[src/mf3_pkg.sv]
package mf3_pkg;

    // window geometry: 3x3 taps, median is the middle of nine
    localparam int WIN_DIM  = 3;
    localparam int WIN_TAPS = 9;
    localparam int MED_TAP  = 4;

    // width of the side register write data
    localparam int CFG_BITS    = 11;
    localparam int SIDE_RESET  = 1024;
    localparam int SIDE_MIN    = 3;

    // stages between accept and the output queue
    localparam int PIPE_DEPTH = 4;

    localparam int FIFO_DEPTH = 8;
    localparam int FIFO_AW    = 3;
    localparam int FIFO_CW    = 4;
    localparam int OCC_W      = 5;

    typedef struct packed {
        logic emit;
        logic interior;
        logic last;
    } t_win_ctl;

endpackage

[src/mf3_median.sv]
module mf3_median #(
    parameter int SAMPLE_BITS = 16
) (
    input  logic                          i_clk,
    input  logic                          i_rst_n,
    input  logic signed [SAMPLE_BITS-1:0] i_win [mf3_pkg::WIN_TAPS],
    input  mf3_pkg::t_win_ctl             i_ctl,
    output logic                          o_valid,
    output logic signed [SAMPLE_BITS-1:0] o_data,
    output logic                          o_last
);

    import mf3_pkg::*;

    typedef logic signed [SAMPLE_BITS-1:0] t_vec [WIN_TAPS];

    // compare-exchange: smaller value ends at index a
    function automatic t_vec cx(t_vec v, int a, int b);
        t_vec r;
        r    = v;
        r[a] = (v[a] > v[b]) ? v[b] : v[a];
        r[b] = (v[a] > v[b]) ? v[a] : v[b];
        return r;
    endfunction

    t_vec     w_a;
    t_vec     w_b;
    t_vec     w_c;
    t_vec     r_a;
    t_vec     r_b;
    t_win_ctl r_a_ctl;
    t_win_ctl r_b_ctl;
    logic signed [SAMPLE_BITS-1:0] r_a_ctr;
    logic signed [SAMPLE_BITS-1:0] r_b_ctr;

    // 19-exchange median network split into combinational blocks, registered in r_a and r_b
    always_comb begin
        w_a = i_win;
        w_a = cx(w_a, 1, 2);
        w_a = cx(w_a, 4, 5);
        w_a = cx(w_a, 7, 8);
        w_a = cx(w_a, 0, 1);
        w_a = cx(w_a, 3, 4);
        w_a = cx(w_a, 6, 7);
        w_a = cx(w_a, 1, 2);
        w_a = cx(w_a, 4, 5);
        w_a = cx(w_a, 7, 8);
    end

    always_comb begin
        w_b = r_a;
        w_b = cx(w_b, 0, 3);
        w_b = cx(w_b, 5, 8);
        w_b = cx(w_b, 4, 7);
        w_b = cx(w_b, 3, 6);
        w_b = cx(w_b, 1, 4);
        w_b = cx(w_b, 2, 5);
        w_b = cx(w_b, 4, 7);
    end

    always_comb begin
        w_c = r_b;
        w_c = cx(w_c, 4, 2);
        w_c = cx(w_c, 6, 4);
        w_c = cx(w_c, 4, 2);
    end

    always_ff @(posedge i_clk) begin
        r_a     <= w_a;
        r_b     <= w_b;
        r_a_ctr <= i_win[MED_TAP];
        r_b_ctr <= r_a_ctr;
        if (!i_rst_n) begin
            r_a_ctl <= '0;
            r_b_ctl <= '0;
        end else begin
            r_a_ctl <= i_ctl;
            r_b_ctl <= r_a_ctl;
        end
    end

    assign o_valid = r_b_ctl.emit;
    assign o_data  = r_b_ctl.interior ? w_c[MED_TAP] : r_b_ctr;
    assign o_last  = r_b_ctl.last;

endmodule

[config.mk]
export PLATFORM = sky130hd
export DESIGN_NAME = mf3_median
export DESIGN_NICKNAME = d
export VERILOG_FILES = /design/src/mf3_pkg.sv /design/src/mf3_median.sv
export SDC_FILE = /design/constraint.sdc
export NUM_CORES = 1
export LEC_CHECK = 0
export BUFFER_PORTS_ARGS = -buffer_cell sky130_fd_sc_hd__clkbuf_2
export CORE_MARGIN = 5
export CORE_UTILIZATION = 40
export DETAILED_ROUTE_END_ITERATION = 6
export SLEW_MARGIN = 20
export SYNTH_ARGS = -nofsm -noshare
export SYNTH_HDL_FRONTEND = slang
export SYNTH_SLANG_ARGS = --single-unit
[constraint.sdc]
create_clock -name i_clk -period 9.1 [get_ports i_clk]
set_input_delay 1.365 -clock i_clk [delete_from_list [all_inputs] [get_ports i_clk]]
set_output_delay 1.365 -clock i_clk [all_outputs]
set_load 0.005 [all_outputs]
==> results.json <==
{
  "status": "complete, no violations",
  "rsz0062_at_grt": "no",
  "rr_endpoint": "r_b[67]$_DFF_P_",
  "hp-start": "r_a_ctr[3]$_DFF_P_",
  "synth_cell_types": 67,
  "fin_skew_ps": 28.4,
  "syn_area_mm2": 0.0181,
  "clock_sinks": 230,
  "via_per_inst": 5.62,
  "routed_wl_um": 59500,
  "setup_violations": 0,
  "critPathCapture": "o_data[4]",
  "antenna_left": 0,
  "yosys-top-cells-area": "dfxtp_1 (25%), ha_1 (21%), mux2i_1 (9.8%)",
  "cp_max_fo": 16,
  "grt_antenna_before_repair": 0,
  "die_w_um": 223,
  "num_vias": 16200,
  "syn_inst": 2116,
  "period_minus_slack_ps": 8600,
  "cts.clk_slew.worst_paths_ps": 60,
  "port_buffers": 166,
  "synth_top_area_share_pct": 25.4,
  "cpMostUsedCell": "a21o_1",
  "final_max_slew_viol_count": 0,
  "synth_common_cells": "ha_1 (303), inv_1 (233), dfxtp_1 (230), mux2i_1 (178), a21oi_1 (158)",
  "grt_first_pass_wirelength_um": 90900,
  "start_util_pct": 40.2,
  "grt_pass1_vias": 15700,
  "coreArea_mm2": 0.0451,
  "clk_path_buf_depth": 3,
  "setup_tns_ps": 0,
  "cap_violations": 0,
  "critPathRequiredTime_ps": 7740,
  "finish.utilization_pct": 45.9,
  "cp-start-kind": "flop",
  "die_area_mm2": 0.0497,
  "crit_path_start": "r_b[109]$_DFF_P_",
  "path_class": "reg2out",
  "rrSetupSlack_ps": 2270,
  "gp_congestion": 0.988,
  "diodes": 0,
  "die_h_um": 223,
  "post-place-ws_ps": 619,
  "cts_root_buffer": "clkbuf_16",
  "synth.largest_area_cell": "dfxtp_1",
  "cp_slowest_cell": "a2111oi_2",
  "grt.overflow.total": 0,
  "yosys_warnings": 0,
  "tightestPinTransition_ps": 828,
  "post_drt_wl_per_cell_um": 20.7,
  "fin_ws_ps": 500,
  "cts_buffers": 27,
  "fmax_mhz": 116,
  "slew_headroom_pct": 44.8,
  "syn_nets": 2568,
  "area_growth_pct": 14.0,
  "arrival_ps": 7240,
  "ys.flop_type": "dfxtp_1",
  "fill_cells": 4458,
  "nets": 2713,
  "postSynthAreaPerCell_um2": 8.57,
  "num_rows": 78,
  "cpPeakStageDelay_ps": 380,
  "ys_async_sr_fraction_pct": 0,
  "htree_levels": 1,
  "cts_hold_buf": 0,
  "seq_area_frac_synth_pct": 25.4,
  "grt_usage_pct": 22.8,
  "clock_latency_ps": 550,
  "drive_above_1_share_pct": 18.2,
  "hold_viol": 0,
  "first_pass_iters": 5,
  "synth_edf_count": 0,
  "cts_tree": "built",
  "crit_path_end_kind": "output port",
  "ff2ff_path_depth": 30,
  "reg2reg_from": "r_a[17]$_DFF_P_",
  "hp-class": "reg2reg",
  "synth_most_common_cell": "ha_1",
  "drtIter0Drc": 1237,
  "grt_max_degree": 41,
  "synth-seq-cells": 230,
  "hpwl_um": 49700,
  "min_period_over_period_pct": 94.5,
  "drc": 0,
  "ioPinCount": 167
}
==> critical path, delay by kind of cell, from the launching register on <==
kind            cells  cell delay [ps]
fa+ha+maj           3              880
mux                 1              290
simple gates        4              620
buf+inv             6              960
flops               1              350
compound gates     17             3590
==> metrics by stage <==
step / hold slack [ps] / cell area, um2 / cells
finish: 324 / 20700 / 2882
global route: 332 / 20700 / 2882
CTS: 327 / 20600 / 2880
detailed placement: 313 / 19700 / 2830
global placement: 313 / 19700 / 2830
floorplan: 310 / 18100 / 2116
==> cell families after synthesis <==
group	synth area share, %
compound gates	20.4
xor+xnor	0.0483
fa+ha+maj	20.9
buf+inv	6.99
flops	25.4
mux	13.4
simple gates	12.8
==> registers in the layout, indices dropped and copies added, names as in the netlist <==
register and cells:
r_a_ctl 3, r_a_ctr 16, r_b_ctr 16, r_a 144, o_last 1, o_valid 1
r_b_ctl 1, r_b 48
==> cell usage in the layout, fill, tap and decap left out, types with 38 or more instances in the layout <==
cell      count
o221a_2      81
a21o_1       38
dfxtp_1     230
nor2_1      157
a21oi_1     157
inv_1       233
mux2i_1     174
clkbuf_2    166
o21ai_0     127
nand2_1      85
ha_1        303
nand4_1      46
nand3_1      55
mux2_2       58
==> worst min-delay path by stage <==
stage,slack [ps],end,depth (start not counted)
CTS,330,r_b_ctr[11]$_DFF_P_,0
finish,320,r_b_ctr[3]$_DFF_P_,0
global route,330,r_b_ctr[6]$_DFF_P_,0
detailed placement,310,r_b_ctr[11]$_DFF_P_,0
floorplan,310,r_b_ctr[0]$_DFF_P_,0
global placement,310,r_b_ctr[3]$_DFF_P_,0
==> cell type report <==
cell class | instances | area [um2] | area share, %
multi-input combinational | 1565 | 12400 | 59.8
sequential | 230 | 4600 | 22.3
clock buffer | 33 | 738 | 3.57
timing repair buffer | 204 | 1120 | 5.43
clock inverter | 17 | 224 | 1.08
inverter | 233 | 875 | 4.23
tap | 600 | 751 | 3.63
==> what timing repair did <==
| action | in CTS | in global routing |
|---|---|---|
| gates resized for setup | 0 | 8 |
| buffers inserted | 0 | 1 |
| endpoints found under the setup margin | 0 | 16 |
| endpoints found under the hold margin | 0 | 0 |
==> routing by layer <==
| metal | GRT usage [%] | vias to the layer above | wire length (um) |
|---|---|---|---|
| met1 | 31.4 | 7658 | 27400 |
| met5 | 0 | - | 0 |
| met2 | 38.1 | 446 | 27400 |
| met3 | 2.17 | 100 | 2730 |
| li1 | - | 8006 | - |
| met4 | 6.48 | 0 | 2020 |
Power is left out: the tool's default activity adds up to more than one toggle a clock period on the data nets, which glitch-free logic cannot reach.
